### config.mk
export PLATFORM = sky130hd
export DESIGN_NAME = cst_ctrl
export DESIGN_NICKNAME = d
export VERILOG_FILES = /design/src/design/cst_pkg.sv /design/src/design/cst_ctrl.sv
export SDC_FILE = /design/constraint.sdc
export NUM_CORES = 1
export LEC_CHECK = 0
export ABC_AREA = 1
export BUFFER_PORTS_ARGS = -buffer_cell sky130_fd_sc_hd__clkbuf_2
export CAP_MARGIN = 20
export CELL_PAD_IN_SITES_DETAIL_PLACEMENT = 1
export CELL_PAD_IN_SITES_GLOBAL_PLACEMENT = 2
export CORE_ASPECT_RATIO = 0.8
export CORE_MARGIN = 3
export CORE_UTILIZATION = 31
export CTS_CLUSTER_DIAMETER = 30
export CTS_CLUSTER_SIZE = 24
export DETAILED_ROUTE_END_ITERATION = 16
export GPL_TIMING_DRIVEN = 0
export PLACE_DENSITY_LB_ADDON = 0.1
export RECOVER_POWER = 50
export SLEW_MARGIN = 15
export SYNTH_ARGS = -nofsm -noshare
export SYNTH_HDL_FRONTEND = slang
export SYNTH_SLANG_ARGS = --single-unit
### constraint.sdc
create_clock -name clk -period 2.4 [get_ports clk]
set_input_delay 0.24 -clock clk [delete_from_list [all_inputs] [get_ports clk]]
set_output_delay 0.24 -clock clk [all_outputs]
set_load 0.03 [all_outputs]
### src/design/cst_pkg.sv
package cst_pkg;

  localparam int SLOTS_DEF       = 32768;
  localparam int QUEUE_DEPTH_DEF = 32768;

  localparam logic [15:0] MAX_OPEN_RST = 16'd30000;
  localparam logic [31:0] SOCK_INVALID = 32'hFFFF_FFFF;
  localparam logic [15:0] NO_SLOT      = 16'hFFFF;
  localparam logic [63:0] EMPTY_WORD   = {SOCK_INVALID, 32'h0000_0000};

  // width used to compare a hint against the high-water mark
  localparam int CMP_W = 17;

  // transaction kinds
  localparam logic [2:0] KIND_ADD        = 3'd0;
  localparam logic [2:0] KIND_MODIFY     = 3'd1;
  localparam logic [2:0] KIND_LOOKUP     = 3'd2;
  localparam logic [2:0] KIND_REMOVE     = 3'd3;
  localparam logic [2:0] KIND_REMOVE_ALL = 3'd4;

  // datapath micro operations
  typedef enum logic [3:0] {
    OP_NONE,
    OP_CLR_STEP,
    OP_LOAD,
    OP_IDX_ZERO,
    OP_HINT_RD,
    OP_HINT_CHK,
    OP_SCAN_RD,
    OP_SCAN_CHK_SOCK,
    OP_SCAN_CHK_EMPTY,
    OP_POP_RD,
    OP_POP_SLOT_RD,
    OP_POP_CHK,
    OP_EXTEND,
    OP_WIPE_STEP,
    OP_COMMIT
  } cst_op_t;

  typedef struct packed {
    cst_op_t op;
  } cst_cmd_t;

  typedef struct packed {
    logic [2:0] kind;
    logic       clr_last;
    logic       can_add;
    logic       hw_zero;
    logic       q_empty;
    logic       sock_invalid;
    logic       idx_lt_hw;
    logic       hint_hit;
    logic       sock_hit;
    logic       empty_hit;
    logic       pop_hit;
    logic       out_free;
  } cst_sts_t;

endpackage

### src/design/cst_ctrl.sv
module cst_ctrl
  import cst_pkg::*;
(
  input  logic     clk,
  input  logic     rst_n,
  input  logic     in_valid,
  output logic     in_stall,
  input  cst_sts_t sts,
  output cst_cmd_t cmd
);

  typedef enum logic [14:0] {
    S_CLEAR    = 15'b000000000000001,
    S_IDLE     = 15'b000000000000010,
    S_DISPATCH = 15'b000000000000100,
    S_HINT_RD  = 15'b000000000001000,
    S_HINT_CHK = 15'b000000000010000,
    S_SCS_RD   = 15'b000000000100000,
    S_SCS_CHK  = 15'b000000001000000,
    S_POP_RD   = 15'b000000010000000,
    S_POP_SLOT = 15'b000000100000000,
    S_POP_CHK  = 15'b000001000000000,
    S_SCE_RD   = 15'b000010000000000,
    S_SCE_CHK  = 15'b000100000000000,
    S_EXTEND   = 15'b001000000000000,
    S_WIPE     = 15'b010000000000000,
    S_FINISH   = 15'b100000000000000
  } cst_state_t;

  cst_state_t state_r, state_nxt;

  assign in_stall = (state_r != S_IDLE);

  always_comb begin
    state_nxt = state_r;
    cmd.op    = OP_NONE;
    unique case (state_r)
      S_CLEAR: begin
        cmd.op = OP_CLR_STEP;
        if (sts.clr_last) state_nxt = S_IDLE;
      end
      S_IDLE: begin
        if (in_valid) begin
          cmd.op    = OP_LOAD;
          state_nxt = S_DISPATCH;
        end
      end
      S_DISPATCH: begin
        cmd.op = OP_IDX_ZERO;
        unique case (sts.kind)
          KIND_ADD: begin
            if (!sts.can_add) state_nxt = S_FINISH;
            else if (sts.hw_zero) state_nxt = S_EXTEND;
            else state_nxt = S_POP_RD;
          end
          KIND_MODIFY, KIND_REMOVE: state_nxt = S_HINT_RD;
          KIND_LOOKUP: state_nxt = sts.sock_invalid ? S_FINISH : S_SCS_RD;
          KIND_REMOVE_ALL: state_nxt = S_WIPE;
          default: state_nxt = S_FINISH;
        endcase
      end
      S_HINT_RD: begin
        cmd.op    = OP_HINT_RD;
        state_nxt = S_HINT_CHK;
      end
      S_HINT_CHK: begin
        cmd.op = OP_HINT_CHK;
        if (sts.hint_hit || sts.sock_invalid) state_nxt = S_FINISH;
        else state_nxt = S_SCS_RD;
      end
      S_SCS_RD: begin
        if (!sts.idx_lt_hw) state_nxt = S_FINISH;
        else begin
          cmd.op    = OP_SCAN_RD;
          state_nxt = S_SCS_CHK;
        end
      end
      S_SCS_CHK: begin
        cmd.op    = OP_SCAN_CHK_SOCK;
        state_nxt = sts.sock_hit ? S_FINISH : S_SCS_RD;
      end
      S_POP_RD: begin
        if (sts.q_empty) state_nxt = S_SCE_RD;
        else begin
          cmd.op    = OP_POP_RD;
          state_nxt = S_POP_SLOT;
        end
      end
      S_POP_SLOT: begin
        cmd.op    = OP_POP_SLOT_RD;
        state_nxt = S_POP_CHK;
      end
      S_POP_CHK: begin
        cmd.op    = OP_POP_CHK;
        state_nxt = sts.pop_hit ? S_FINISH : S_POP_RD;
      end
      S_SCE_RD: begin
        if (!sts.idx_lt_hw) state_nxt = S_EXTEND;
        else begin
          cmd.op    = OP_SCAN_RD;
          state_nxt = S_SCE_CHK;
        end
      end
      S_SCE_CHK: begin
        cmd.op    = OP_SCAN_CHK_EMPTY;
        state_nxt = sts.empty_hit ? S_FINISH : S_SCE_RD;
      end
      S_EXTEND: begin
        cmd.op    = OP_EXTEND;
        state_nxt = S_FINISH;
      end
      S_WIPE: begin
        if (!sts.idx_lt_hw) state_nxt = S_FINISH;
        else cmd.op = OP_WIPE_STEP;
      end
      S_FINISH: begin
        if (sts.out_free) begin
          cmd.op    = OP_COMMIT;
          state_nxt = S_IDLE;
        end
      end
      default: state_nxt = S_IDLE;
    endcase
  end

  always_ff @(posedge clk) begin
    if (!rst_n) begin
      state_r <= S_CLEAR;
    end else begin
      state_r <= state_nxt;
    end
  end

endmodule

==> summary.md, run 1 <==
| Metric | Value |
|---|---|
| Status | finished, final reports clean |
| Hold Crit Class | in2reg |
| Via count | 1263 |
| Die Ht | 60.9 µm |
| Area of the mapped netlist | 1170 µm² |
| Grt ovf | 0 |
| Final setup TNS | 0 ns |
| Post-CTS resize count | 0 |
| Clock root cell | clkbuf_8 |
| CTS tree | done |
| Leakage power | 0.710 nW |
| Clk buf depth | 2 |
| Largest net degree at the start of global routing | 11 |
| Remaining DRCs | 0 |
| Top post-synthesis cells by count | nand2_1, nor2_1, inv_1, nand3_1, dfxtp_1 |
| Worst-Skew Late Latency | roughly 0.25 ns |
| Synth top area cells | dfxtp_1, nand2_1, nor2_1, inv_1, nand3_1 |
| Yosys Warn Count | 0 |
| Synth Flop Type | dfxtp_1 |
| Clock skew | between 0.004 and 0.005 ns |
| Total die area | between 4000 and 5000 µm² |
| Layout cells sized above 1 | 23.0% |
| Mapped Nets | between 200 and 250 |
| Routed length on met3 | approximately 230 µm |
| Max-cap violations | 0 |
| DR vias/cell | 4.95 |
| Hold Startpoint | rst_n |
| Leading cell type by number of instances after synthesis | nand2_1 |
| Final Max Slew Viols | 0 |
| Highest metal used | met4 |
| Placed Area | 1330 µm² |
| DR iter-0 viols | 59 |
| Reg with most FFs | state_r |
| Crit Path Class | reg2out |
| Endpoints failing hold | 0 |
| F_max | 0.457 GHz |
| Worst R2R Start | state_r[5] |
| Initial DRT Pass Iterations | 4 |
| Final setup vio count | 0 |
| Port bufs | 21 |
| FF/Latch Area | 300 µm² |
| Multi-input combinational cell area | between 700 and 800 µm² |
| Final nets | 231 |
| Die width | 74.7 µm |
| Vias in the first global route | 1303 |
| Data arrival time of the critical path | 1.95 ns |
| Avg Inst Size Synth | slightly above 6 µm² |
| ANT cells | 0 |
| Global Route Usage Sum | between 10% and 20% |
| Ports | 22 |
| Post-CTS setup buffer count | 0 |
| Final ANT Viol Nets | 0 |
| Slew margin rel. | 59.7% |
| Post-synth top area share | 25.7% |
| Area grow syn2layout | 16.4% |
| Core area | 3520 µm² |
| Hold buffers post-CTS | 0 |
| HPWL after DPL | 3080 µm |
| EDFF count, synth | 0 |
| Ratio of final minimum period to clock period | about 90% |
| Critical Path Source | state_r[5] |
| Top Registers | state_r x15 |
| Post-route cell area | 1360 µm² |
| Total wire length | 3600 µm |
| Pwr dens | 423 nW/µm² |
| Area leader, netlist | dfxtp_1 |
| Maximum fanout along the worst path | 10 |
| Met2 wire len | roughly 1600 µm |
| Routed WL per cell | 14.1 µm |
| Clock-pin slew on the worst setup and hold paths | about 0.070 ns |
| Initial antenna violation count | 0 |
| Unrepaired setup endpoints after global routing | no |
| Worst Max-Slew Pin Slew | 0.604 ns |
| Register area share after synthesis | 25.7% |
| Met1 Wirelength | 1780 µm |
| Core Rows | 19 |
| # fillers | 500 |
| Post-synthesis register bit count | 15 |
| Critical path capture point type | primary output |
| Element type at the critical path start | flop |
| Synth cell types | 30 |
| Peak supply drop | roughly 0.26 mV |
| Initial Util | 33.3% |
| Sink Count | 15 |
| Final Wtd Congestion | around 0.81 |
| Tmin final | 2.19 ns |
| First-pass GRT wire length | between 6000 and 7000 µm |
| Cells after Synth | 188 |
| Async set-reset flop share out of synthesis | 0% |
| CTS H-tree lvls | 1 |
| Worst endpoint required time | between 2 and 2.5 ns |
| Max reg flops | 15 |
| Total CTS buffers | 3 |
metal layers:
layer | global-route usage (%) | vias to the layer above
met5 | 0 | -
met4 | 3.30 | 0
met3 | 4.14 | 2
met2 | 29.3 | 28
met1 | 24.8 | 585
li1 | - | 648
final timing paths:
kind | to | slack (ns) | cells after the start
max | cmd[1] | 0.21 | 11
min | state_r[0] | 0.21 | 2
max reg2reg | state_r[5] | 0.68 | 7
min reg2reg | state_r[1] | 0.56 | 2
metrics by stage:
stage          hold WS [ns]  instances  util (%)  worst slack, ns  power, W
2_1_floorplan         0.310        188         -            0.684  0.000330
3_3_place_gp          0.459        251      37.7            0.544  0.000367
3_5_place_dp          0.471        251      37.7            0.490  0.000370
4_1_cts               0.210        255      39.0            0.214  0.000583
5_1_grt               0.232        255      38.7           0.0599  0.000602
6_report              0.211        255      38.7            0.211  0.000576
layout by cell type (no fill, tap or decap):
cell	instances
buf_6	2
inv_1	28
dfxtp_1	15
o22ai_1	1
nand3_2	2
o211a_1	1
nor2_2	8
clkbuf_8	3
a21oi_1	5
nand3_1	19
clkbuf_2	21
nor2_1	33
nand2_1	42
a21oi_2	1
o21ai_0	3
a211oi_1	1
nor3b_1	1
nor3_1	1
nor2_4	2
or2_2	2
nand3b_1	1
nand2_2	4
nand2_4	1
nor4_2	1
nor2_8	1
or2_1	1
clkbuf_1	2
nor4_1	2
nand4_1	6
o21ai_1	2
nand3_4	1
cells by family after synthesis:
family                 Yosys count  share of synthesized area, %
AND/OR/NAND/NOR                128                          56.0
flip-flops                      15                          25.7
buffers and inverters           31                          11.2
AO/OA/AOI/OAI                   14                          7.06
worst max-delay path, cell delays in order (launching register included):
cell and delay, ns:
dfxtp_1 0.33, nor2_2 0.16, nand2_1 0.19, nor2_4 0.17, buf_6 0.17, nand2_1 0.09, inv_1 0.07, nand2_1 0.07
nand2_1 0.10, inv_1 0.05, nand4_1 0.09, clkbuf_2 0.21
cell type report:
class | count | share of cell area, %
Multi-Input combinational cell | 142 | 53.4
Buffer | 3 | 1.93
Sequential cell | 15 | 22.1
Inverter | 28 | 7.72
Tap cell | 42 | 3.86
Clock buffer | 4 | 3.31
Timing Repair Buffer | 21 | 7.72
power by group:
part / internal (W) / switching (W) / total, W
Clock: 0.000118 / 0.0000952 / 0.000213
Sequential: 0.000254 / 0.00000443 / 0.000258
Combinational: 0.0000357 / 0.0000694 / 0.000105
Note: power is estimated with default switching activity, not from simulation.
==> run 2: changes to the inputs <==
--- a/config.mk
+++ b/config.mk
@@ -17,6 +17,7 @@
 export CTS_CLUSTER_SIZE = 24
 export DETAILED_ROUTE_END_ITERATION = 16
 export GPL_TIMING_DRIVEN = 0
+export MAX_ROUTING_LAYER = met4
 export PLACE_DENSITY_LB_ADDON = 0.1
 export RECOVER_POWER = 50
 export SLEW_MARGIN = 15
==> run 2 against run 1 <==
Compared with the run above: sequential power barely moved; global-route usage grew 0.54 points; setup slack improved by 0.00067 ns; non-clock buffer count unchanged; flip-flop and latch count unchanged; first-iteration DRC count shrank 3.4%; sequential share of layout area is the same; register-to-register slack hardly changed; fmax about the same.
==> summary.md, run 2 (synthesis results as in run 1) <==
| Metric | Value |
|---|---|
| Die Ht | 60.9 µm |
| Status | finished, final reports clean |
| Worst Path Buf+Inv | 4 |
| Data arrival time of the critical path | 1.95 ns |
| Critical path capture point type | primary output |
| Critical Path, Cell by Cell | nor2_2 > nand2_1 > nor2_4 > buf_6 > nand2_1 > inv_1 > nand2_1 > nand2_1 > inv_1 > nand4_1 > clkbuf_2 |
| DR iter-0 viols | 57 |
| Final Wtd Congestion | 0.818 |
| Endpoints failing hold | 0 |
| Total CTS buffers | 3 |
| Grt ovf | 0 |
| Clock root cell | clkbuf_8 |
| Max-cap violations | 0 |
| Flop2flop setup slack | 0.68 ns |
| Initial DRT Pass Iterations | 4 |
| Hold Crit Class | in2reg |
| Largest net degree at the start of global routing | 11 |
| HPWL after DPL | roughly 3100 µm |
| Via count | 1264 |
| Total die area | 4550 µm² |
| Unrepaired setup endpoints after global routing | no |
| Worst R2R Start | state_r[5] |
| # fillers | 500 |
| ANT cells | 0 |
| Commonest non-fill, non-tap cell in the layout | nand2_1 |
| Peak supply drop | 0.260 mV |
| FF/Latch Area | approximately 300 µm² |
| Leakage power | 0.710 nW |
| Cells after DPL | between 200 and 300 |
| Hold EP | state_r[0] |
| CTS H-tree lvls | 1 |
| Slowest CP cell | dfxtp_1 |
| Reg with most FFs | state_r |
| Crit Path Class | reg2out |
| Sink Count | 15 |
| Top Registers | state_r x15 |
| Worst endpoint required time | 2.16 ns |
| CP peak stage delay | 0.33 ns |
| Worst flop-to-flop path endpoint | state_r[5] |
| Total wire length | roughly 3600 µm |
| Post-CTS resize count | 0 |
| Ports | 22 |
| Vias in the first global route | 1304 |
| Pwr dens | 423 nW/µm² |
| Final setup vio count | 0 |
| Remaining DRCs | 0 |
| Worst Max-Slew Pin Slew | 0.606 ns |
| Commonest non-fill, non-tap cells in the layout | nand2_1, nor2_1, inv_1 |
| R2R depth | 7 |
| CP delay by family, top | simple AND/OR/NAND/NOR gates |
| Final ANT Viol Nets | 0 |
| Element type at the critical path start | flop |
| Most frequent CP cell | nand2_1 |
| Die width | 74.7 µm |
| First-pass GRT wire length | 6040 µm |
| Worst-Skew Late Latency | 0.25 ns |
| Clock-pin slew on the worst setup and hold paths | 0.07 ns |
| Hold Path Depth | 2 |
| Port bufs | 21 |
| Post-CTS setup buffer count | 0 |
| Layout cells sized above 1 | 23.0% |
| Multi-input combinational cell area | 727 µm² |
| Clk buf depth | 2 |
| Slew margin rel. | between 50 and 60% |
| Core area | 3520 µm² |
| Final setup TNS | 0 ns |
| Max reg flops | 15 |
| Initial antenna violation count | 0 |
| Clock skew | 0.00449 ns |
| Hold Startpoint | rst_n |
| F_max | 0.457 GHz |
| Final Max Slew Viols | 0 |
| Hold buffers post-CTS | 0 |
| Post-route insts no fill | 255 |
| Global Route Usage Sum | roughly 19% |
| Maximum fanout along the worst path | 10 |
| Initial Util | 33.3% |
| Tmin final | 2.19 ns |
| CTS tree | done |
| DR vias/cell | 4.96 |
| Area grow syn2layout | 16.4% |
| Critical path depth | 11 |
| Final nets | 231 |
| Core Rows | 19 |
| Ratio of final minimum period to clock period | 91.2% |
| Routed WL per cell | roughly 14 µm |
==> run 2: cell counts in the layout (fill, tap and decap cells not counted) <==
Identical to the previous run, type by type.
==> run 2: layout make-up <==
cell class	count	share of cell area [%]
multi-input combinational	142	53.4
sequential	15	22.1
timing repair buffer	21	7.72
inverter	28	7.72
tap	42	3.86
clock buffer	4	3.31
buffer	3	1.93
==> run 2: worst max path at each step <==
| stage | end | slack (ns) | start |
|---|---|---|---|
| global placement | cmd[0] | 0.54 | state_r[0] |
| detailed placement | cmd[0] | 0.49 | state_r[0] |
| floorplan | cmd[1] | 0.68 | state_r[13] |
| finish | cmd[1] | 0.21 | state_r[5] |
| global route | cmd[1] | 0.06 | state_r[7] |
| CTS | cmd[0] | 0.21 | state_r[0] |
==> run 2: per-layer routing <==
metal	track usage [%]	wire, µm
met1	24.7	1780
met2	29.4	1580
met3	3.97	223
met4	3.30	23
met5	-	0
==> run 2: per-stage QoR <==
stage | worst slack [ns] | hold slack (ns) | instance area [µm²] | utilization [%] | total power, W
6_report | 0.212 | 0.211 | 1360 | 38.7 | 0.000576
4_1_cts | 0.214 | 0.210 | 1370 | 39.0 | 0.000583
3_3_place_gp | 0.544 | 0.459 | 1330 | 37.7 | 0.000367
3_5_place_dp | 0.490 | 0.471 | 1330 | 37.7 | 0.000370
5_1_grt | 0.0615 | 0.232 | 1360 | 38.7 | 0.000602
2_1_floorplan | 0.684 | 0.310 | 1170 | - | 0.000330
==> run 2: worst register-to-register path: cells and delay by family, from the launching register on <==
family | cells | cell delay [ns]
DFF | 1 | 0.33
and+or+nand+nor | 7 | 1.33
==> run 2: power breakdown <==
group | internal [W] | switching, W | leakage (nW)
combinational | 0.0000357 | 0.0000694 | 0.566
sequential | 0.000254 | 0.00000443 | 0.122
clock | 0.000118 | 0.0000952 | 0.0228
==> run 3: changes to the inputs <==
--- a/config.mk
+++ b/config.mk
@@ -7,7 +7,7 @@
 export LEC_CHECK = 0
 export ABC_AREA = 1
 export BUFFER_PORTS_ARGS = -buffer_cell sky130_fd_sc_hd__clkbuf_2
-export CAP_MARGIN = 20
+export CAP_MARGIN = 10
 export CELL_PAD_IN_SITES_DETAIL_PLACEMENT = 1
 export CELL_PAD_IN_SITES_GLOBAL_PLACEMENT = 2
 export CORE_ASPECT_RATIO = 0.8
@@ -20,6 +20,7 @@
 export MAX_ROUTING_LAYER = met4
 export PLACE_DENSITY_LB_ADDON = 0.1
 export RECOVER_POWER = 50
+export SETUP_SLACK_MARGIN = 0.4
 export SLEW_MARGIN = 15
 export SYNTH_ARGS = -nofsm -noshare
 export SYNTH_HDL_FRONTEND = slang
==> run 3 against run 2 <==
Compared with the run above: worst hold slack better by 0.0027 ns; register-to-register slack worse by 0.05 ns; critical path depth down 2; final cell count up 9.8%; non-clock buffer count up 25; sequential share of layout area down 3.7 points; critical endpoint unchanged; clock power about the same.
==> summary.md, run 3 (synthesis results as in run 1) <==
| Metric | Value |
|---|---|
| Status | finished, final reports clean |
| Slowest CP cell | dfxtp_4 |
| Final Wtd Congestion | 0.818 |
| Commonest non-fill, non-tap cells in the layout | nand2_1, nor2_1, inv_1 |
| Int Power | 0.000436 W |
| Element type at the critical path start | flop |
| Core area | 3520 µm² |
| Total die area | 4550 µm² |
| Area grow syn2layout | 47.1% |
| Tmin final | about 2.1 ns |
| F_max | 0.471 GHz |
| CP peak stage delay | 0.34 ns |
| Clock skew | 0.00356 ns |
| Total wire length | 4250 µm |
| Initial DRT Pass Iterations | 4 |
| Critical path capture point type | primary output |
| Hold Startpoint | rst_n |
| Via count | 1392 |
| Top Registers | state_r x15 |
| Worst flop-to-flop path endpoint | state_r[14] |
| Worst R2R Start | state_r[12] |
| Initial antenna violation count | 0 |
| Clk buf depth | 2 |
| Peak supply drop | 0.265 mV |
| Clock share of power | 34.0% |
| Max-cap violations | 0 |
| Vias in the first global route | 1437 |
| Ports | 22 |
| R2R depth | 11 |
| Hold buffers post-CTS | 0 |
| Initial Util | between 30% and 40% |
| Post-route insts no fill | 280 |
| Flop2flop setup slack | 0.63 ns |
| Final Max Slew Viols | 0 |
| Die width | 74.7 µm |
| Final setup TNS | 0 ns |
| Sw Ratio | 29.7% |
| Worst-Skew Late Latency | 0.25 ns |
| Worst Max-Slew Pin Slew | 0.640 ns |
| Leakage power | roughly 0.87 nW |
| Final ANT Viol Nets | 0 |
| Hold Path Depth | 2 |
| CTS H-tree lvls | 1 |
| Global Route Usage Sum | 20.5% |
| HPWL after DPL | 3080 µm |
| CTS tree | done |
| Final nets | 256 |
| Worst hold slack | around 0.21 ns |
| Critical Path, Cell by Cell | nor2_1 > nand2_4 > nor2_8 > buf_6 > nand3_1 > nand2_2 > inv_1 > nand4_1 > clkbuf_8 |
| Core Util, Final | ~49% |
| Clock-pin slew on the worst setup and hold paths | 0.06 ns |
| Reg with most FFs | state_r |
| Layout cells sized above 1 | 43.3% |
| Commonest non-fill, non-tap cell in the layout | nand2_1 |
| Max reg flops | 15 |
| M1 GR Usage | 25.9% |
| Largest net degree at the start of global routing | 11 |
| Met3 global-route usage | about 5.3% |
| Crit Path Class | reg2out |
| Worst endpoint required time | between 2 and 2.5 ns |
| Hold EP | state_r[0] |
| Remaining DRCs | 0 |
| Cells after DPL | 251 |
| Grt ovf | 0 |
| Slew margin rel. | 57.3% |
| Sink Count | 15 |
| Maximum fanout along the worst path | 8 |
| Total CTS buffers | 3 |
| Met2 usage | between 30% and 40% |
| GR peak layer | met2 |
| Routed WL per cell | 15.2 µm |
| Final setup vio count | 0 |
| Clock root cell | clkbuf_8 |
| Combinational share of power | 24.2% |
| Unrepaired setup endpoints after global routing | yes |
| Port bufs | 21 |
| Hold Crit Class | in2reg |
| Die Ht | 60.9 µm |
| Core Rows | 19 |
| Ratio of final minimum period to clock period | 88.4% |
| DR iter-0 viols | 62 |
| NetSw | between 0.00015 and 0.0002 W |
| DR vias/cell | 4.97 |
| Power consumption | between 0.0006 and 0.0007 W |
| Seq pwr share | 41.8% |
| ANT cells | 0 |
| Data arrival time of the critical path | 1.88 ns |
| First-pass GRT wire length | 6640 µm |
| Pwr dens | 361 nW/µm² |
| Endpoints failing hold | 0 |
run 3: changes by cell type in the layout (fill, tap and decap cells not counted), moves of 4 or more:
cell      previous run  this run
buf_4                0        23
clkbuf_2            21        17
dfxtp_1             15         5
dfxtp_2              0         9
nand2_1             42        36
nor2_1              33        27
nor2_4               2         9
run 3: how the worst max path moves through the flow:
stage,from,endpoint
after floorplan,state_r[13],cmd[1]
after global placement,state_r[0],cmd[0]
after detailed placement,state_r[0],cmd[0]
after CTS,state_r[1],cmd[1]
after global routing,state_r[12],cmd[1]
final,state_r[12],cmd[1]
run 3: power groups by stage:
stage	combinational [W]	sequential [W]	clock, W
2_1_floorplan	0.0000677	0.000263	0
3_3_place_gp	0.000103	0.000264	0
3_5_place_dp	0.000106	0.000264	0
4_1_cts	0.000132	0.000258	0.000219
5_1_grt	0.000163	0.000261	0.000227
6_report	0.000150	0.000260	0.000211
run 3: area by class of cell:
| cell class | instances | area [µm²] |
|---|---|---|
| flip-flops and latches | 15 | 315 |
| fillers | 474 | 1800 |
| multi-input cells | 142 | 835 |
| well taps | 42 | 52.6 |
| clock buffers | 4 | 45.0 |
| plain buffers | 3 | 26.3 |
| inverters | 28 | 105 |
| repair buffers | 46 | 342 |
run 3: worst max-delay path: cells and delay by family, from the launching register on:
| family | cells | cell delay, ns |
|---|---|---|
| simple gates | 6 | 0.90 |
| buf+inv | 3 | 0.38 |
| flops | 1 | 0.34 |
run 3: per-stage QoR:
stage | instance area [µm²] | worst slack (ns)
after global routing | 1720 | 0.207
after detailed placement | 1330 | 0.490
final | 1720 | 0.279
after floorplan | 1170 | 0.684
after CTS | 1590 | 0.402
after global placement | 1330 | 0.544
run 3: repair_timing:
item / CTS / global route
gates resized for setup: 24 / 31
pin swaps: 11 / 13
endpoints found under the setup margin: 4 / 4
setup buffers: 17 / 8
run 3: layer usage:
metal  vias up  wire (µm)
li1        699          -
met1       660       2070
met2        29       1970
met3         4        179
met4         0         37
met5         -          0
